**src/sv/brm_pkg.sv**
```systemverilog
// Shared types and codes for the byte register machine executor.
// No dependencies; every other file but the two channel interfaces imports this package.
package brm_pkg;

    typedef logic [7:0] t_byte;

    // Host command codes
    localparam logic [2:0] CMD_EXEC   = 3'd0;
    localparam logic [2:0] CMD_WR_REG = 3'd1;
    localparam logic [2:0] CMD_WR_MEM = 3'd2;
    localparam logic [2:0] CMD_RD_REG = 3'd3;
    localparam logic [2:0] CMD_RD_MEM = 3'd4;

    // Instruction opcodes
    localparam logic [7:0] OPC_AND   = 8'd0;
    localparam logic [7:0] OPC_OR    = 8'd1;
    localparam logic [7:0] OPC_ADD   = 8'd2;
    localparam logic [7:0] OPC_MUL   = 8'd3;
    localparam logic [7:0] OPC_XOR   = 8'd4;
    localparam logic [7:0] OPC_OUT   = 8'd5;
    localparam logic [7:0] OPC_SLEEP = 8'd6;
    localparam logic [7:0] OPC_LOAD  = 8'd7;
    localparam logic [7:0] OPC_STORE = 8'd8;
    localparam logic [7:0] OPC_BNE   = 8'd9;
    localparam logic [7:0] OPC_LDI   = 8'd10;
    localparam logic [7:0] OPC_STI   = 8'd11;

    // Result kinds
    localparam logic [2:0] KIND_DONE   = 3'd0;
    localparam logic [2:0] KIND_OUT    = 3'd1;
    localparam logic [2:0] KIND_SLEEP  = 3'd2;
    localparam logic [2:0] KIND_BRANCH = 3'd3;
    localparam logic [2:0] KIND_READ   = 3'd4;
    localparam logic [2:0] KIND_ERROR  = 3'd5;

    // Configuration port
    localparam int         CFG_IDX_W       = 1;
    localparam int         CFG_DATA_W      = 10;
    localparam logic [0:0] CFG_REGS_IN_USE = 1'd0;
    localparam logic [0:0] CFG_MEM_IN_USE  = 1'd1;
    localparam logic [5:0] CFG_REGS_RESET  = 6'd32;
    localparam logic [9:0] CFG_MEM_RESET   = 10'd512;

    // Limit widths cover the largest register file and memory depths
    localparam int REG_LIM_W = 9;
    localparam int MEM_LIM_W = 13;

    // One input item
    typedef struct packed {
        logic [2:0] command;
        logic [7:0] opcode;
        logic [7:0] first_operand;
        logic [7:0] second_operand;
        logic [7:0] third_operand;
        logic [8:0] host_address;
        logic [7:0] host_data;
    } t_in_item;

    // Decoded result and side effects of one item
    typedef struct packed {
        logic [2:0] kind;
        t_byte      value;
        t_byte      target;
        logic       use_mem;
        logic       reg_we;
        logic       reg_load;
        t_byte      reg_wdata;
        logic       mem_we;
        t_byte      mem_wdata;
    } t_exec_ctl;

endpackage

```
**src/sv/brm_datamem.sv**
```systemverilog
// Data memory: one write port, one registered read port, zeroing sweep after reset.
// Depends on brm_pkg. o_busy stays high while the sweep runs.
module brm_datamem #(
    parameter int DEPTH = 512,
    parameter int AW    = 9
) (
    input  logic           i_clk,
    input  logic           i_rst_n,
    output logic           o_busy,
    input  logic           i_rd_en,
    input  logic [AW-1:0]  i_rd_addr,
    output brm_pkg::t_byte o_rd_data,
    input  logic           i_wr_en,
    input  logic [AW-1:0]  i_wr_addr,
    input  brm_pkg::t_byte i_wr_data
);
    import brm_pkg::*;

    t_byte         r_mem [DEPTH];
    t_byte         r_rd_data;
    logic          r_clr_busy;
    logic [AW-1:0] r_clr_addr;
    logic          n_we;
    logic [AW-1:0] n_waddr;
    t_byte         n_wdata;

    // Step through every entry once after reset
    always_ff @(posedge i_clk) begin
        if (!i_rst_n) begin
            r_clr_busy <= 1'b1;
            r_clr_addr <= '0;
        end else if (r_clr_busy) begin
            if (r_clr_addr == AW'(DEPTH - 1)) begin
                r_clr_busy <= 1'b0;
            end
            r_clr_addr <= r_clr_addr + 1'b1;
        end
    end

    // Sweep owns the write port while it runs
    always_comb begin
        n_we    = r_clr_busy | i_wr_en;
        n_waddr = r_clr_busy ? r_clr_addr : i_wr_addr;
        n_wdata = r_clr_busy ? '0 : i_wr_data;
    end

    // Storage array and registered read data
    always_ff @(posedge i_clk) begin
        if (n_we) begin
            r_mem[n_waddr] <= n_wdata;
        end
        if (i_rd_en) begin
            r_rd_data <= r_mem[i_rd_addr];
        end
    end

    assign o_busy    = r_clr_busy;
    assign o_rd_data = r_rd_data;

endmodule

```
**config.mk**
```make
export PLATFORM = sky130hd
export DESIGN_NAME = brm_datamem
export DESIGN_NICKNAME = d
export VERILOG_FILES = /design/src/sv/brm_pkg.sv /design/src/sv/brm_datamem.sv
export SDC_FILE = /design/constraint.sdc
export NUM_CORES = 2
export LEC_CHECK = 0
export BUFFER_PORTS_ARGS = -buffer_cell sky130_fd_sc_hd__buf_2
export CAP_MARGIN = 20
export CELL_PAD_IN_SITES_DETAIL_PLACEMENT = 0
export CELL_PAD_IN_SITES_GLOBAL_PLACEMENT = 2
export CORE_MARGIN = 2
export CORE_UTILIZATION = 45
export DETAILED_ROUTE_END_ITERATION = 6
export HOLD_SLACK_MARGIN = 0.03
export PLACE_DENSITY_LB_ADDON = 0.08
export SYNTH_ARGS = -nofsm -noshare
export SYNTH_HDL_FRONTEND = slang
export SYNTH_SLANG_ARGS = --single-unit
```
**constraint.sdc**
```tcl
create_clock -name i_clk -period 16.1 [get_ports i_clk]
set_clock_uncertainty 0.1 [all_clocks]
set_input_delay 1.61 -clock i_clk [delete_from_list [all_inputs] [get_ports i_clk]]
set_output_delay 1.61 -clock i_clk [all_outputs]
set_load 0.005 [all_outputs]
```
Yosys cells after proc, flatten, opt, wreduce, memory -nomap -nowiden
Memory sizes are Yosys's and may differ from the RTL's. A register that Yosys moved wholly into a read port is not among the register bits. Cells that the tools add are included.

Output and inout port bits: 9. Logic and storage cells: 12. RAM bits: 4096. Input bits: 30. Register bits: 10. Memories kept: 1.

Memory list: r_mem (depth 512, bits a word 8, rd ports 1, clocked after Yosys merged registers in 1, wr ports 1, line brm_datamem.sv:19) `t_byte r_mem [DEPTH];`.

Bitwise gates (word level): 1. Add/sub/neg operators: 1. Equal/unequal tests: 1. Mux-type cells: 6.

Operators with widths (count): adder 9 x 1 -> 9 bit (second input constant) (1); equality test 9 bit (second input constant) (1); two-way mux 9 bit (1); two-way mux 8 bit (1); two-way mux 1 bit (4); OR 1 bit (1).

Longest topological paths before layout
Depth in word-level cells: 3. Mapped depth: 14.

Worst setup path before layout
Ideal clock, no wire load.

Path type: input-to-reg. From: input port i_wr_data[0]. To: memory r_mem[0][0] (netlist name) (data pin). Path buffers: 0. Arrival time: 13819 ps. Library setup time: 2689 ps. Setup slack: -508 ps. Stages: 1. Path through: nor2b_1.

Cells in the longest elaborated chain, start to end: 1.

RTL lines: start, declared (line brm_datamem.sv:15) `input brm_pkg::t_byte i_wr_data`; two-way mux 8 bit (line brm_datamem.sv:44) `n_wdata = r_clr_busy ? '0 : i_wr_data;`; end, declared (line brm_datamem.sv:19).

Every way passes these cells.

==> run metrics <==
status complete, no violations; Fmax 151.6 MHz; Detailed Routing Iterations Pass 1 5; largest net degree at the start of global routing 186; Die Span Y 605.5 um; HPWL after detailed placement 301600 um; Layout Cells excl Fill between 10000 and 15000; Tightest Pin Transition 1.476 ns; Max Root-Sink Buffers 4; Clock transition at path regs approximately 0.070 ns; Top Ports 39; crit start category input port; WS Path Type in2reg; setup slack after layout 9.505 ns; final wirelength 496900 um; post-synthesis compound-gate area fraction around 4.3%; max_slew headroom 1.629%; Post-Syn Area per Cell 19.79 sq um; setup TNS 0 ns; initial antenna violation count 37; mux contribution to synthesized area 14.32%; Arr. time, crit path 7.31 ns; Die X 605.5 um; GPL Wtd Cong 0.8165; PwrDens between 100 and 150 mW/mm^2; Root Buffer clkbuf_16; Slew Limit Fails 0; Power Total between 20 and 25 mW; initial core utilization 45.26%; placed cells 12740; commonest non-fill, non-tap cell in the layout edfxtp_1; vias in the first global route 84130; flop-to-flop setup slack 11.68 ns; ys async rst share 0%; vias per inst 6.219; die area 0.3667 sq mm; crit-path max FO 79; Initial DRC Count 9391; Buffers on Ports 38; CTS tree yes; crit-path most repeated cell buf_4; Clock Latency Late Sink 0.98 ns; wire per inst 36.68 um; cell family with the largest share of critical-path delay buffers and inverters; maxcap violations 0; RSZ-0062 raised after global routing no; Post-Syn Instances 8229; DRT antenna net count 0; reg2reg path depth 6; LEAKAGE a little under 60 nW; Yosys Warn Count 0; final hold violations 0; setup bufs post-CTS 0; cts hold-fix bufs 0; area share of and/or/nand/nor cells after synthesis 3.046%; main combinational cell family by area after synthesis multiplexers; CORE AREA about 0.36 sq mm; Synth Cell Area 0.1628 sq mm; crit-path cells buf_12 -> buf_4 -> buf_4 -> buf_4 -> mux2i_1 -> o221ai_1 -> o22ai_1 -> o21ai_1 -> o211ai_1 -> a211oi_1 -> o2111a_1; CTS sink count 4114; worst vdd ir 91.23 uV; synthesized net count 8261; min-delay worst type reg2reg; H-tree depth 5; hold path depth 2; PostCTS Resize Cnt 0; number of remaining DRC errors 0; layout cells sized above 1 17.02%; Crit path buffers/inverters 4; CP max stage cell buf_4; CTS buffer count 436; Finish-stage setup viols 0; dpl ws 8.483 ns; final hold slack 0.4706 ns; stages on the worst setup path 11; Core Rows between 200 and 250; area delta synth->final 11.26%; max incr delay on CP 0.85 ns; Adder-Cell Fraction of Synth Area less than 1%; most frequent cells in the layout edfxtp_1, mux2i_1, nor2_1, mux4_2, clkbuf_16; minimum clock period 6.595 ns; Main synth FF type edfxtp_1; gr usage total 26.86%; period utilisation layout 40.96%; nets 8437; Crit. End Element register; EDFF count, synth 4104; Seq/Total Area, Yosys ~76%; XOR/XNOR share of the synthesized area 0.03765%; first-pass GRT wire length slightly below 700000 um; grt total ovfl 0; total number of vias 84250; WP data required 16.82 ns; register bit total from synthesis 4114; post-synthesis cell type count between 90 and 100
synthesized netlist by cell type, drive strengths merged (61+ instances only):
master	number	area, sq um
edfxtp	4104	123200
mux2i	768	7687
mux4	656	15250
nor2	595	2233
buf	302	2869
o221ai	276	2436
clkbuf	225	1117
o22ai	205	1282
nand2	203	767.0
a21oi	164	820.8
o21ai	99	495.5
nor3	70	350.3
nand3	61	305.3
where the power goes:
part | switching (mW) | internal, mW
registers | 0.0163 | 11.6
clock network | 4.17 | 5.64
logic | 0.644 | 0.319
total | 4.83 | 17.6
logic make-up (layout without fill, tap and decap cells):
kind of cell / count (synthesis) / count (layout)
flops: 4114 / 4114
mux: 1458 / 1458
simple gates: 1116 / 1116
fa+ha+maj: 2 / 2
buf+inv: 539 / 1068
other cells: 0 / 15
compound gates: 993 / 993
xor+xnor: 7 / 7
stage by stage:
step / util [%] / instance area, sq um
2_1_floorplan: - / 162900
3_3_place_gp: 46.47 / 167200
3_5_place_dp: 46.52 / 167300
4_1_cts: 50.34 / 181100
5_1_grt: 50.35 / 181100
6_report: 50.36 / 181200
final cells by class:
type	instances	area [sq um]
fill	29090	178600
sequential	4114	123400
multi-input combinational	3576	35710
clock buffer	537	11440
tap	4773	5972
clock inverter	254	2311
timing repair buffer	266	2207
inverter	11	56.30
antenna	15	37.54
worst reg2reg max path, delay by kind of cell (launching register included):
kind                   cells  cell delay [ns]
and+or+nand+nor            1             0.18
DFF                        1             0.31
buffers and inverters      5             3.40
flip-flops by register name, summed over array words and instances, names as in the netlist:
signal,cells
o_busy,1
o_rd_data,8
r_mem,4096
r_clr_addr,9
worst paths after layout:
check,end,from
max,o_rd_data[5],i_rd_addr[0]
min,r_clr_addr[8],r_clr_addr[8]
max reg2reg,r_mem[275][3],o_busy
min reg2reg,r_clr_addr[8],r_clr_addr[8]
layer usage:
metal  wire [um]  up-vias  track usage (%)
met5          60        -                0
met4       11510       10            5.999
met3       35580      581            4.607
met2      234600     3175            42.65
met1      215200    45850            39.05
li1            -    34630                -
Note: power is estimated with default switching activity, not from simulation.
