**src/sv/brm_pkg.sv**
```systemverilog
// Shared types and codes for the byte register machine executor.
// No dependencies; every other file but the two channel interfaces imports this package.
package brm_pkg;

    typedef logic [7:0] t_byte;

    // Host command codes
    localparam logic [2:0] CMD_EXEC   = 3'd0;
    localparam logic [2:0] CMD_WR_REG = 3'd1;
    localparam logic [2:0] CMD_WR_MEM = 3'd2;
    localparam logic [2:0] CMD_RD_REG = 3'd3;
    localparam logic [2:0] CMD_RD_MEM = 3'd4;

    // Instruction opcodes
    localparam logic [7:0] OPC_AND   = 8'd0;
    localparam logic [7:0] OPC_OR    = 8'd1;
    localparam logic [7:0] OPC_ADD   = 8'd2;
    localparam logic [7:0] OPC_MUL   = 8'd3;
    localparam logic [7:0] OPC_XOR   = 8'd4;
    localparam logic [7:0] OPC_OUT   = 8'd5;
    localparam logic [7:0] OPC_SLEEP = 8'd6;
    localparam logic [7:0] OPC_LOAD  = 8'd7;
    localparam logic [7:0] OPC_STORE = 8'd8;
    localparam logic [7:0] OPC_BNE   = 8'd9;
    localparam logic [7:0] OPC_LDI   = 8'd10;
    localparam logic [7:0] OPC_STI   = 8'd11;

    // Result kinds
    localparam logic [2:0] KIND_DONE   = 3'd0;
    localparam logic [2:0] KIND_OUT    = 3'd1;
    localparam logic [2:0] KIND_SLEEP  = 3'd2;
    localparam logic [2:0] KIND_BRANCH = 3'd3;
    localparam logic [2:0] KIND_READ   = 3'd4;
    localparam logic [2:0] KIND_ERROR  = 3'd5;

    // Configuration port
    localparam int         CFG_IDX_W       = 1;
    localparam int         CFG_DATA_W      = 10;
    localparam logic [0:0] CFG_REGS_IN_USE = 1'd0;
    localparam logic [0:0] CFG_MEM_IN_USE  = 1'd1;
    localparam logic [5:0] CFG_REGS_RESET  = 6'd32;
    localparam logic [9:0] CFG_MEM_RESET   = 10'd512;

    // Limit widths cover the largest register file and memory depths
    localparam int REG_LIM_W = 9;
    localparam int MEM_LIM_W = 13;

    // One input item
    typedef struct packed {
        logic [2:0] command;
        logic [7:0] opcode;
        logic [7:0] first_operand;
        logic [7:0] second_operand;
        logic [7:0] third_operand;
        logic [8:0] host_address;
        logic [7:0] host_data;
    } t_in_item;

    // Decoded result and side effects of one item
    typedef struct packed {
        logic [2:0] kind;
        t_byte      value;
        t_byte      target;
        logic       use_mem;
        logic       reg_we;
        logic       reg_load;
        t_byte      reg_wdata;
        logic       mem_we;
        t_byte      mem_wdata;
    } t_exec_ctl;

endpackage

```
**src/sv/brm_regfile.sv**
```systemverilog
// Register file: one write port, two registered read ports, per-entry valid bits.
// Depends on brm_pkg. An entry never written since reset reads as zero.
module brm_regfile #(
    parameter int DEPTH = 32,
    parameter int AW    = 5
) (
    input  logic                 i_clk,
    input  logic                 i_rst_n,
    input  logic                 i_rd_en,
    input  logic [AW-1:0]        i_rd_addr_x,
    input  logic [AW-1:0]        i_rd_addr_y,
    output brm_pkg::t_byte       o_rd_data_x,
    output brm_pkg::t_byte       o_rd_data_y,
    input  logic                 i_wr_en,
    input  logic [AW-1:0]        i_wr_addr,
    input  brm_pkg::t_byte       i_wr_data
);
    import brm_pkg::*;

    t_byte            r_mem [DEPTH];
    logic [DEPTH-1:0] r_valid;
    t_byte            r_rd_x;
    t_byte            r_rd_y;
    logic             r_rd_vx;
    logic             r_rd_vy;

    // Storage array and registered read data
    always_ff @(posedge i_clk) begin
        if (i_wr_en) begin
            r_mem[i_wr_addr] <= i_wr_data;
        end
        if (i_rd_en) begin
            r_rd_x <= r_mem[i_rd_addr_x];
            r_rd_y <= r_mem[i_rd_addr_y];
        end
    end

    // Valid bits: clear on reset, set on first write
    always_ff @(posedge i_clk) begin
        if (!i_rst_n) begin
            r_valid <= '0;
            r_rd_vx <= 1'b0;
            r_rd_vy <= 1'b0;
        end else begin
            if (i_wr_en) begin
                r_valid[i_wr_addr] <= 1'b1;
            end
            if (i_rd_en) begin
                r_rd_vx <= r_valid[i_rd_addr_x];
                r_rd_vy <= r_valid[i_rd_addr_y];
            end
        end
    end

    // Unwritten entries read as zero
    assign o_rd_data_x = r_rd_vx ? r_rd_x : '0;
    assign o_rd_data_y = r_rd_vy ? r_rd_y : '0;

endmodule

```
**config.mk**
```make
export PLATFORM = sky130hd
export DESIGN_NAME = brm_regfile
export DESIGN_NICKNAME = d
export VERILOG_FILES = /design/src/sv/brm_pkg.sv /design/src/sv/brm_regfile.sv
export SDC_FILE = /design/constraint.sdc
export NUM_CORES = 1
export LEC_CHECK = 0
export BUFFER_PORTS_ARGS = -buffer_cell sky130_fd_sc_hd__buf_2
export CAP_MARGIN = 20
export CORE_UTILIZATION = 60
export DETAILED_ROUTE_END_ITERATION = 8
export HOLD_SLACK_MARGIN = 0.15
export PLACE_DENSITY = 0.73
export RECOVER_POWER = 50
export SYNTH_ARGS = -nofsm -noshare
export SYNTH_HDL_FRONTEND = slang
export SYNTH_SLANG_ARGS = --single-unit
```
**constraint.sdc**
```tcl
create_clock -name i_clk -period 6.75 [get_ports i_clk]
set_clock_uncertainty 0.1 [all_clocks]
set_input_delay 1.35 -clock i_clk [delete_from_list [all_inputs] [get_ports i_clk]]
set_output_delay 1.35 -clock i_clk [all_outputs]
set_load 0.03 [all_outputs]
```
# Word-level counts from Yosys, hierarchy flattened
# Memory sizes are Yosys's and may differ from the RTL's. A register that Yosys moved wholly into a read port is not among the register bits.
# Cells that the tools add are included.
[totals]
regBits = 34
mem_bits_rw = 256
in_bits = 27
output_inout_bits = 16
elab_cells = 20
n_memories = 1
[memory_table]
columns = ["name", "words", "word_bits", "rd", "rd_clocked_by_memory_dff", "write_ports", "line", "source"]
rows = [
  ["r_mem", 32, 8, 2, 2, 1, "brm_regfile.sv:20", "t_byte r_mem [DEPTH];"],
]
[classes]
order_cmp = 4
muxes = 10
bitwise_logic = 1
reduce_logical = 1
[op_table]
columns = ["cell", "count"]
rows = [
  ["bitwise OR 32 bit", 1],
  ["less-than comparator 5 x 6 -> 1 bit (second input constant)", 3],
  ["two-way mux 8 bit", 2],
  ["binary-select mux 1 bit (select 5 bit)", 2],
  ["demux 1 bit (select 5 bit)", 1],
  [">= comparator 5 x 1 -> 1 bit (second input constant)", 1],
  ["two-way mux 1 bit", 5],
  ["logical AND 1 bit", 1],
]

# Logic depth before layout (Yosys ltp)
[depth]
ltp_word = 5
depth_mapped = 8

# Least setup slack after synthesis
# Ideal clock, no wire load.
[synth_path]
kind = "input to register"
from = "input port i_rd_addr_x[1]"
to = "register r_rd_x[0] (read register of r_mem) (data pin)"
t_arrival_ns = 2.941
required_ns = 6.390
slack_ns = 3.449
cell_stages = 6
n_path_buf = 3
cell_sequence = "clkbuf_1 -> buf_2 -> buf_2 -> mux4_2 -> mux4_2 -> mux2_2"
[synth_lines]
columns = ["element", "line", "source"]
rows = [
  ["from (decl)", "brm_regfile.sv:10", "input logic [AW-1:0] i_rd_addr_x,"],
  ["to (decl)", "brm_regfile.sv:22", "t_byte r_rd_x;"],
]

==> summary.txt <==
Non-Filler Instances: 1,115
CTS Buf Count: 34
CP startpoint kind: input pin
Clk_lat worst skew: 0.50 ns
Final worst-path cycle share: 50.3%
Total of max-cap violations: 0
Worst hold path stage count: 1
Row count: 55
GRT Residual Overflow: 0
# Post-CTS Setup Buffers: 0
Vias per cell: 7.09
Synthesized area: 14,100 µm²
Port bufs: 42
Worst-path fanout max: 36
CTS resizes: 0
Layout area overhead: 12.2%
Post-DRT Antenna Nets: 0
Total GRT Usage: 30.6%
TritonCTS clock tree: yes
Sw Ratio: 21.6%
Leak: 0.00514 µW
Setup TNS: 0 ns
Hpwl dp: 20,900 µm
Die area: 24,100 µm²
CTS Root Cell: clkbuf_16
Starting Density: 61.7%
Filler Cell Count: 1,482
Share of cells above drive strength 1: 36.0%
Cell count after synthesis: 708
Clock transition at path regs: 0.06 ns
# DRC: 0
Core area: 22,800 µm²
Setup Viol. Count Final: 0
Hold buffer count at cts: 0
Slew headroom: 9.01%
H-tree depth: 2
RSZ-0062 raised after global routing: no
P_sw: 917 µW
Post-synthesis register bit count: 306
Final Power: 4250 µW
Pwr/cell area: 269 nW/µm²
Hold_ws: 0.390 ns
Final core occ: 69.2%
Worst Setup End Kind: flip-flop
Peak VDD IR: 0.188 mV
Mapped Nets: 735
Clock Power Share: 42.4%
Final slew viol count: 0
Ys Warns: 0
First-pass GRT wire length: 51,300 µm
Vias in the first global route: 7,998
DR vias: 7,909
Placed Cells: 1,050
Synth Area per Inst: 19.9 µm²
Die width: 155 µm
Fmax: 295 MHz
Crit Path Class: in2reg
Hold WC Path Type: reg2reg
Final Hold Viols: 0
Synth unique cells: 26
Initial antenna violation count: 1
I/O Pins: 43
Initial DRT Pass Iterations: 6
Die Ht: 155 µm
Crit path DAT: 3.55 ns
Run status: complete, no violations
Post-synthesis sequential area ratio: 62.8%
Measured slew at the worst slew-check pin: 1.36 ns
Fin nets: 802
Total wire length: 35,300 µm
Clk sinks: 306
Comb pwr share: 7.7%
Seq pwr share: 49.8%
Routability cong.: 0.876
CP required: 6.91 ns
1st-iter DRT viols: 827
Pint: 3330 µW
Depth of the worst register-to-register path: 3
Final min period: 3.39 ns
CTS max path bufs: 3
Post-DR wirelength/cell: 31.6 µm
Largest net degree at the start of global routing: 81
-- sequential cells by signal, summed over array words and instances (netlist names) --
name and cells:
r_mem 256, r_rd_vx 1, r_rd_vy 1, r_rd_x 8, r_rd_y 8, r_valid 32
-- stage by stage --
stage	cell area, µm²	worst slack (ns)
3_3_place_gp	14600	2.46
6_report	15800	3.36
2_1_floorplan	14100	3.45
5_1_grt	15800	3.32
4_1_cts	15800	2.91
3_5_place_dp	14700	2.41
-- cell usage after synthesis --
cell type	n	area share [%]
mux4_2	160	26
or3_1	1	0.044
and2_1	18	0.80
mux2_2	16	1.3
nor2b_1	4	0.18
a21oi_1	6	0.21
dfxtp_1	34	4.8
buf_6	14	1.1
buf_2	8	0.28
nand2b_1	4	0.18
nand3_1	10	0.36
edfxtp_1	272	58
o21ai_0	2	0.071
nand3b_1	5	0.27
and3_1	2	0.089
a31oi_1	2	0.089
buf_4	2	0.11
o21a_1	32	1.7
nand2_1	11	0.29
or3b_2	3	0.19
mux2i_1	32	2.3
buf_1	1	0.027
a211oi_1	2	0.11
a22oi_1	8	0.43
nor2_1	35	0.93
clkbuf_1	24	0.64
-- cell type report --
cell class / count / area (µm²) / area share [%]
Antenna cell: 1 / 2.50 / 0.0158
Clock buffer: 46 / 1000 / 6.33
Clock inverter: 16 / 105 / 0.665
Multi-Input combinational cell: 353 / 4940 / 31.2
Sequential cell: 306 / 8850 / 56.0
Tap cell: 313 / 392 / 2.48
Timing Repair Buffer: 80 / 522 / 3.30
-- kinds of logic after synthesis --
kind of cell	count (synthesis)	synth area share, %
compound gates	52	2.61
buf+inv	49	2.17
flops	306	62.8
mux	208	29.1
simple gates	93	3.32
-- final timing paths --
check	slack (ns)	from	endpoint
max	3.36	i_rd_addr_y[1]	r_rd_y[1]
min	0.39	r_valid[12]	r_valid[12]
min reg2reg	0.39	r_valid[12]	r_valid[12]
max reg2reg	4.66	r_mem[12][3]	r_rd_y[3]
-- per-layer routing --
layer / track usage (%) / routed length [µm] / up-vias
met5: 0 / 0 / -
met4: 9.76 / 998 / 0
met3: 5.65 / 3380 / 76
met2: 48.5 / 17100 / 499
met1: 44.2 / 13700 / 4184
li1: - / - / 3150
-- cell usage in the layout, fill, tap and decap left out, drive strengths merged, types with 5 or more instances in the layout --
cell and n:
dfxtp 34, edfxtp 272, mux4 160, nand3b 5, and2 18, clkinv 14
nor2 35, buf 58, o21a 32, a21oi 6, clkbuf 68, mux2i 32
mux2 16, nand3 10, a22oi 8, nand2 11
-- critical path, stage by stage --
cell	delay [ns]
buf_2	0.25
buf_12	0.28
buf_4	0.43
mux4_2	0.39
mux4_2	0.51
mux2_2	0.28
-- power by group through the flow --
stage	Combinational, µW	Clock [µW]	Sequential [µW]
floorplan	231	0	2140
finish	329	1800	2120
global route	347	1890	2120
global placement	319	0	2150
CTS	329	1820	2110
detailed placement	327	0	2150
Power figures use the tool's default switching activity.
