[src/sv/brm_pkg.sv]
// Shared types and codes for the byte register machine executor.
// No dependencies; every other file but the two channel interfaces imports this package.
package brm_pkg;

    typedef logic [7:0] t_byte;

    // Host command codes
    localparam logic [2:0] CMD_EXEC   = 3'd0;
    localparam logic [2:0] CMD_WR_REG = 3'd1;
    localparam logic [2:0] CMD_WR_MEM = 3'd2;
    localparam logic [2:0] CMD_RD_REG = 3'd3;
    localparam logic [2:0] CMD_RD_MEM = 3'd4;

    // Instruction opcodes
    localparam logic [7:0] OPC_AND   = 8'd0;
    localparam logic [7:0] OPC_OR    = 8'd1;
    localparam logic [7:0] OPC_ADD   = 8'd2;
    localparam logic [7:0] OPC_MUL   = 8'd3;
    localparam logic [7:0] OPC_XOR   = 8'd4;
    localparam logic [7:0] OPC_OUT   = 8'd5;
    localparam logic [7:0] OPC_SLEEP = 8'd6;
    localparam logic [7:0] OPC_LOAD  = 8'd7;
    localparam logic [7:0] OPC_STORE = 8'd8;
    localparam logic [7:0] OPC_BNE   = 8'd9;
    localparam logic [7:0] OPC_LDI   = 8'd10;
    localparam logic [7:0] OPC_STI   = 8'd11;

    // Result kinds
    localparam logic [2:0] KIND_DONE   = 3'd0;
    localparam logic [2:0] KIND_OUT    = 3'd1;
    localparam logic [2:0] KIND_SLEEP  = 3'd2;
    localparam logic [2:0] KIND_BRANCH = 3'd3;
    localparam logic [2:0] KIND_READ   = 3'd4;
    localparam logic [2:0] KIND_ERROR  = 3'd5;

    // Configuration port
    localparam int         CFG_IDX_W       = 1;
    localparam int         CFG_DATA_W      = 10;
    localparam logic [0:0] CFG_REGS_IN_USE = 1'd0;
    localparam logic [0:0] CFG_MEM_IN_USE  = 1'd1;
    localparam logic [5:0] CFG_REGS_RESET  = 6'd32;
    localparam logic [9:0] CFG_MEM_RESET   = 10'd512;

    // Limit widths cover the largest register file and memory depths
    localparam int REG_LIM_W = 9;
    localparam int MEM_LIM_W = 13;

    // One input item
    typedef struct packed {
        logic [2:0] command;
        logic [7:0] opcode;
        logic [7:0] first_operand;
        logic [7:0] second_operand;
        logic [7:0] third_operand;
        logic [8:0] host_address;
        logic [7:0] host_data;
    } t_in_item;

    // Decoded result and side effects of one item
    typedef struct packed {
        logic [2:0] kind;
        t_byte      value;
        t_byte      target;
        logic       use_mem;
        logic       reg_we;
        logic       reg_load;
        t_byte      reg_wdata;
        logic       mem_we;
        t_byte      mem_wdata;
    } t_exec_ctl;

endpackage

[src/sv/brm_exec.sv]
// Execute stage: range checks, ALU and result decode for one item.
// Depends on brm_pkg. Operands arrive already forwarded; purely combinational.
module brm_exec #(
    parameter int RW = 5,
    parameter int MW = 9
) (
    input  brm_pkg::t_in_item                  i_item,
    input  brm_pkg::t_byte                     i_x,
    input  brm_pkg::t_byte                     i_y,
    input  logic [brm_pkg::REG_LIM_W-1:0]      i_reg_limit,
    input  logic [brm_pkg::MEM_LIM_W-1:0]      i_mem_limit,
    output brm_pkg::t_exec_ctl                 o_ctl,
    output logic [RW-1:0]                      o_reg_widx,
    output logic [MW-1:0]                      o_mem_addr
);
    import brm_pkg::*;

    t_byte       alu;
    logic [15:0] prod;
    logic        ok_a;
    logic        ok_b;
    logic        ok_c;
    logic        ok_h;
    logic        ok_hm;
    logic        ok_xm;
    logic        err;
    t_exec_ctl   ctl;

    // Index and address range checks against the active limits
    always_comb begin
        ok_a  = REG_LIM_W'(i_item.first_operand)  < i_reg_limit;
        ok_b  = REG_LIM_W'(i_item.second_operand) < i_reg_limit;
        ok_c  = REG_LIM_W'(i_item.third_operand)  < i_reg_limit;
        ok_h  = REG_LIM_W'(i_item.host_address)   < i_reg_limit;
        ok_hm = MEM_LIM_W'(i_item.host_address)   < i_mem_limit;
        ok_xm = MEM_LIM_W'(i_x)                   < i_mem_limit;
    end

    // Byte ALU, wraps modulo 256
    assign prod = i_x * i_y;
    always_comb begin
        unique case (i_item.opcode)
            OPC_AND: alu = i_x & i_y;
            OPC_OR:  alu = i_x | i_y;
            OPC_ADD: alu = i_x + i_y;
            OPC_MUL: alu = prod[7:0];
            default: alu = i_x ^ i_y;
        endcase
    end

    // Decode the item into its result and store updates
    always_comb begin
        ctl      = '0;
        ctl.kind = KIND_DONE;
        err      = 1'b0;
        unique case (i_item.command)
            CMD_EXEC: begin
                unique case (i_item.opcode)
                    OPC_AND, OPC_OR, OPC_ADD, OPC_MUL, OPC_XOR: begin
                        err           = !(ok_a && ok_b && ok_c);
                        ctl.reg_we    = 1'b1;
                        ctl.reg_wdata = alu;
                    end
                    OPC_OUT: begin
                        err       = !ok_a;
                        ctl.kind  = KIND_OUT;
                        ctl.value = i_x;
                    end
                    OPC_SLEEP: begin
                        err       = !ok_a;
                        ctl.kind  = KIND_SLEEP;
                        ctl.value = i_x;
                    end
                    OPC_LOAD: begin
                        err          = !(ok_a && ok_b && ok_xm);
                        ctl.reg_we   = 1'b1;
                        ctl.reg_load = 1'b1;
                    end
                    OPC_STORE: begin
                        err           = !(ok_a && ok_b && ok_xm);
                        ctl.mem_we    = 1'b1;
                        ctl.mem_wdata = i_y;
                    end
                    OPC_BNE: begin
                        err = !(ok_a && ok_b);
                        if (i_x != i_y) begin
                            ctl.kind   = KIND_BRANCH;
                            ctl.target = i_item.third_operand;
                        end
                    end
                    OPC_LDI: begin
                        err           = !ok_a;
                        ctl.reg_we    = 1'b1;
                        ctl.reg_wdata = i_item.second_operand;
                    end
                    OPC_STI: begin
                        err           = !(ok_a && ok_xm);
                        ctl.mem_we    = 1'b1;
                        ctl.mem_wdata = i_item.second_operand;
                    end
                    default: err = 1'b1;
                endcase
            end
            CMD_WR_REG: begin
                err           = !ok_h;
                ctl.reg_we    = 1'b1;
                ctl.reg_wdata = i_item.host_data;
            end
            CMD_WR_MEM: begin
                err           = !ok_hm;
                ctl.mem_we    = 1'b1;
                ctl.mem_wdata = i_item.host_data;
            end
            CMD_RD_REG: begin
                err       = !ok_h;
                ctl.kind  = KIND_READ;
                ctl.value = i_x;
            end
            CMD_RD_MEM: begin
                err         = !ok_hm;
                ctl.kind    = KIND_READ;
                ctl.use_mem = 1'b1;
            end
            default: err = 1'b1;
        endcase

        // A fault drops every side effect
        if (err) begin
            ctl      = '0;
            ctl.kind = KIND_ERROR;
        end
        o_ctl = ctl;
    end

    // Write index and memory address
    always_comb begin
        if (i_item.command == CMD_WR_REG) begin
            o_reg_widx = i_item.host_address[RW-1:0];
        end else begin
            o_reg_widx = i_item.first_operand[RW-1:0];
        end
        if (i_item.command == CMD_WR_MEM || i_item.command == CMD_RD_MEM) begin
            o_mem_addr = MW'(i_item.host_address);
        end else begin
            o_mem_addr = MW'(i_x);
        end
    end

endmodule

[config.mk]
export PLATFORM = sky130hd
export DESIGN_NAME = brm_exec
export DESIGN_NICKNAME = d
export VERILOG_FILES = /design/src/sv/brm_pkg.sv /design/src/sv/brm_exec.sv
export SDC_FILE = /design/constraint.sdc
export NUM_CORES = 1
export LEC_CHECK = 0
export BUFFER_PORTS_ARGS = -buffer_cell sky130_fd_sc_hd__buf_2
export CAP_MARGIN = 0
export CELL_PAD_IN_SITES_DETAIL_PLACEMENT = 0
export CELL_PAD_IN_SITES_GLOBAL_PLACEMENT = 1
export CORE_ASPECT_RATIO = 1.25
export CORE_UTILIZATION = 33
export DETAILED_ROUTE_END_ITERATION = 12
export GPL_ROUTABILITY_DRIVEN = 0
export PLACE_DENSITY = 0.87
export REMOVE_ABC_BUFFERS = 1
export SLEW_MARGIN = 10
export SYNTH_ARGS = -nofsm -noshare
export SYNTH_HDL_FRONTEND = slang
export SYNTH_SLANG_ARGS = --single-unit
[constraint.sdc]
create_clock -name vclk -period 5.4
set_input_delay 1.08 -clock vclk [all_inputs]
set_output_delay 1.08 -clock vclk [all_outputs]
set_load 0.03 [all_outputs]
After elaboration in Yosys (flattened, before gate mapping)
Cells that the tools add are included.
{"block": "word_totals", "memories": 0, "wordCells": 72, "out_inout_bits": 53, "inputBits": 90, "latch_bits": 0, "reg_bits": 0, "rom_bits": 0, "mem_bits_rw": 0}
{"block": "op_classes", "n_div": 0, "n_mul": 1, "magnitude_cmp": 6, "add_sub_neg": 1, "n_reduce_logical": 22, "shifts": 0, "eq_ne": 16, "n_bitwise": 3, "muxes": 23}
{"op": "$pmux 8 s2", "n": 3}
{"op": "$mux 39", "n": 1}
{"op": "$pmux 9 s2", "n": 2}
{"op": "$eq 8x3->1 const B", "n": 4}
{"op": "$eq 8x4->1 const B", "n": 4}
{"op": "$mux 8", "n": 4}
{"op": "$pmux 8 s4", "n": 1}
{"op": "$lt 8x9->1", "n": 3}
{"op": "$eq 8x2->1 const B", "n": 2}
{"op": "$lt 8x13->1", "n": 1}
{"op": "$lt 9x13->1", "n": 1}
{"op": "$reduce_or 2->1", "n": 5}
{"op": "$lt 9x9->1", "n": 1}
{"op": "$mux 9", "n": 1}
{"op": "$pmux 3 s3", "n": 1}
{"op": "$add 8x8->8", "n": 1}
{"op": "$and 8x8->8", "n": 1}
{"op": "$eq 8x1->1 const B", "n": 1}
{"op": "$logic_not 8->1", "n": 1}
{"op": "$mul 8x8->8", "n": 1}
{"op": "$ne 8x8->1", "n": 1}
{"op": "$or 8x8->8", "n": 1}
{"op": "$xor 8x8->8", "n": 1}
{"op": "$logic_not 1->1", "n": 7}
{"op": "other kinds (16)", "n": 23}

Longest topological paths before layout
{"block": "logic_depth", "ltp_word": 7, "depth_mapped": 17, "depth_no_buf": 17}

Worst setup path before layout
No wires, ideal clock.
{"block": "synth_path", "path_type": "input-to-output", "from": "in i_x[3]", "to": "out o_ctl[16] (netlist bit)", "slack_ns": -0.480, "stages": 15, "t_arrival_ns": 4.800, "n_path_buf": 0, "required_time_ns": 4.320, "path_cell_list": "ha_1 > inv_1 > fa_1 > inv_1 > ha_1 > inv_1 > fa_1 > fa_1 > xor2_1 > xnor3_1 > xnor3_1 > xnor3_1 > o21ai_1 > a221oi_1 > o21ai_1"}
{"item": "start: declaration", "line_no": "brm_exec.sv:8", "source": "input brm_pkg::t_byte i_x,"}
{"item": "end: declaration", "line_no": "brm_exec.sv:12", "source": "output brm_pkg::t_exec_ctl o_ctl,"}

==> impl_summary.txt <==
----------------------------------------------------
[Outcome]
  Status ... complete, but fails checks
  Violated checks ... negative setup slack

[Pwr]
  Internal power contribution ... 0.2875 mW
  Net Sw Power ... 0.3316 mW
  Proportion of power drawn by the clock network ... 0%
  Reported leakage power ... 2.611 nW
  Part of the power in registers ... 0%
  Peak supply drop ... 86.64 µV
  Power density cells ... 118.0 nW/µm²
  Tot Pwr ... 0.6191 mW
  Switching part of the total ... 53.56%
  Gate power share ... 100.0%

[Timing]
  Final-report hold violation count ... 0
  Final worst-path cycle share ... 104.4%
  Number of setup violations in the final report ... 2
  Min Clock Period, post-route ... 5.640 ns
  Number of max-slew violations in the final report ... 0
  Final worst-path setup slack ... -0.2403 ns
  Max frequency ... 177.3 MHz
  Slew headroom ... 37.96%
  Hold slack final ... 2.520 ns
  Unrepaired setup endpoints after global routing ... true
  Total Neg Setup Slack ... -0.4242 ns
  Transition time of the tightest slew-check pin ... 0.9271 ns

[Global route]
  GRT Resource Usage Total ... 25.47%
  Largest net degree at the start of global routing ... 32
  Global-route wire length before repair ... 22.40 mm
  Via count of the first global-routing pass ... 4503
  GRT overflow ... 0
  Number of antenna violations at the first check in global routing ... 0

[Worst setup path]
  Crit end category ... output port
  Sort of element at the start of the critical path ... primary input
  Slowest cell on crit path ... fa_2
  Crit path DAT ... 4.56 ns
  Critical setup path kind ... primary input to output port
  Delay of the slowest cell on the worst path ... 0.55 ns
  Data required time of the worst path ... 4.32 ns
  Maximum fanout encountered on the critical timing path ... 4
  Cell-by-cell listing of the critical path ... buf_12 -> inv_6 -> nor2_4 -> fa_2 -> inv_2 -> fa_1 -> fa_1 -> fa_2 -> inv_2 -> ha_4 -> a21oi_4 -> xnor3_1 -> o21ai_2 -> a221oi_2 -> o21ai_1 -> buf_4

[Logic synthesis]
  Biggest area contributors in the synthesized netlist ... ha_1, fa_1, inv_1
  Sequential share of the synthesized area ... 0%
  Top cell type by total area after synthesis ... ha_1
  Gate count after technology mapping ... 486
  Top cell type's share of synthesized area ... 25.95%
  Top-count cell post-synth ... ha_1
  Ys Warns ... 0
  Number of different library cells in the post-synthesis netlist ... 72
  Synthesized area per cell ... 7.541 µm²
  Cell Area, Synth ... 3665 µm²
  Ranking of synthesized cells by instance count ... ha_1, inv_1, nand2_1, nor2_1, o21ai_0

[Floorplanning]
  Die outline area ... 11530 µm²
  Die extent in x ... 96.26 µm
  Ports ... 143
  Core outline area ... 10720 µm²
  Number of placement rows ... 42
  Starting density of the core ... 34.19%
  Die H ... 119.8 µm

[Layout]
  Number of nets at the end of the flow ... 844
  Final cell count without fillers ... 795
  Ratio of cells with drive above 1 in the final layout ... 42.68%
  Layout overhead on the synthesized area ... 43.22%
  Fin area ... 5249 µm²
  Sequential cell count ... 0
  Final core utilization ... 48.96%
  Diode insertion count for antenna repair ... 0
  Register area ... 0 µm²
  Clock buf count ... 0

[Routing]
  WL per Instance ... 18.57 µm
  Antenna-violating nets left ... 0
  Total wire length ... 14.76 mm
  Router iterations before antenna repair ... 6
  Total DRC errors in the routed layout ... 0
  Avg Vias per Cell ... 5.609
  Count of vias placed by the detailed router ... 4459
  Drt first-iter violations ... 433

[Placement]
  Placement Cell Area ... 4772 µm²
  Detailed Place HPWL ... 12.12 mm
  IO Port Bufs ... 143
  Placed Cells incl. Taps ... 785
  Post-placement worst setup slack ... -0.7521 ns

[Hold path]
  Class of the worst hold path ... primary input to output port

[Clock tree]
  Hold buffer count at CTS ... 0

[Flow run]
  MaxCap Viol Count ... 0

----------------------------------------------------
==> per-layer routing <==
metal	global-route usage, %	routed length [µm]
met1	29.60	5475
met5	0	0
met4	10.63	755
met2	46.41	7529
met3	2.155	1004
==> final timing paths <==
| kind | from | to | slack, ns | cells after the start |
|---|---|---|---|---|
| hold / removal | i_item[6] | o_ctl[15] | 2.52 | 3 |
| setup / recovery | i_y[2] | o_ctl[16] | -0.24 | 16 |
==> cell type report <==
| type | instances | area (µm²) |
|---|---|---|
| Fill cell | 1079 | 5472 |
| Multi-Input combinational cell | 402 | 3585 |
| Timing Repair Buffer | 196 | 1220 |
| Inverter | 65 | 279.0 |
| Tap cell | 132 | 165.2 |
==> power groups by stage <==
stage | Clock (mW) | Combinational (mW) | Sequential, mW
2_1_floorplan | 0 | 0.313 | 0
6_report | 0 | 0.619 | 0
5_1_grt | 0 | 0.676 | 0
3_3_place_gp | 0 | 0.498 | 0
3_5_place_dp | 0 | 0.507 | 0
4_1_cts | 0 | 0.577 | 0
==> what timing repair did <==
action / in CTS / in global routing
setup endpoints to repair: 4 / 4
buffers inserted: 4 / 8
pin swaps: 31 / 15
gates resized for setup: 66 / 41
==> cells by family (layout without fill, tap and decap cells) <==
logic type                 Yosys count  after routing  share of synthesized area [%]
buffers and inverters               84            261                          9.286
xor gates and xnor gates            15             15                          4.711
and+or+nand+nor                    151            151                          23.63
AOI/OAI and AO/OA                  140            140                          26.90
adders and majority gates           89             89                          33.05
muxes                                7              7                          2.424
==> worst max-delay path, delay by kind of cell <==
kind | cells | cell delay, ns
XOR/XNOR | 1 | 0.35
AO/OA/AOI/OAI | 4 | 0.54
adder cells (fa/ha/maj) | 5 | 2.08
buffers and inverters | 5 | 0.46
AND/OR/NAND/NOR | 1 | 0.03
==> cell usage in the layout (no fill, tap or decap), drive strengths merged, types with 3 or more instances in the layout <==
cell type,Yosys,final
o211ai,4,4
buf,9,196
nor3b,3,3
o21a,7,7
nor2,35,35
a21oi,24,24
a221oi,6,6
nor4,14,14
xnor2,11,11
xnor3,3,3
a22oi,8,8
nor3,9,9
nand3,5,5
nor2b,7,7
or3,3,3
a222oi,4,4
fa,13,13
a211oi,3,3
ha,76,76
and2,11,11
o21ai,39,39
nand4,3,3
a21o,8,8
a31oi,3,3
or2,3,3
nand2b,6,6
o2bb2ai,16,16
mux2,5,5
inv,63,63
nand2,44,44
Power figures use the tool's default switching activity.
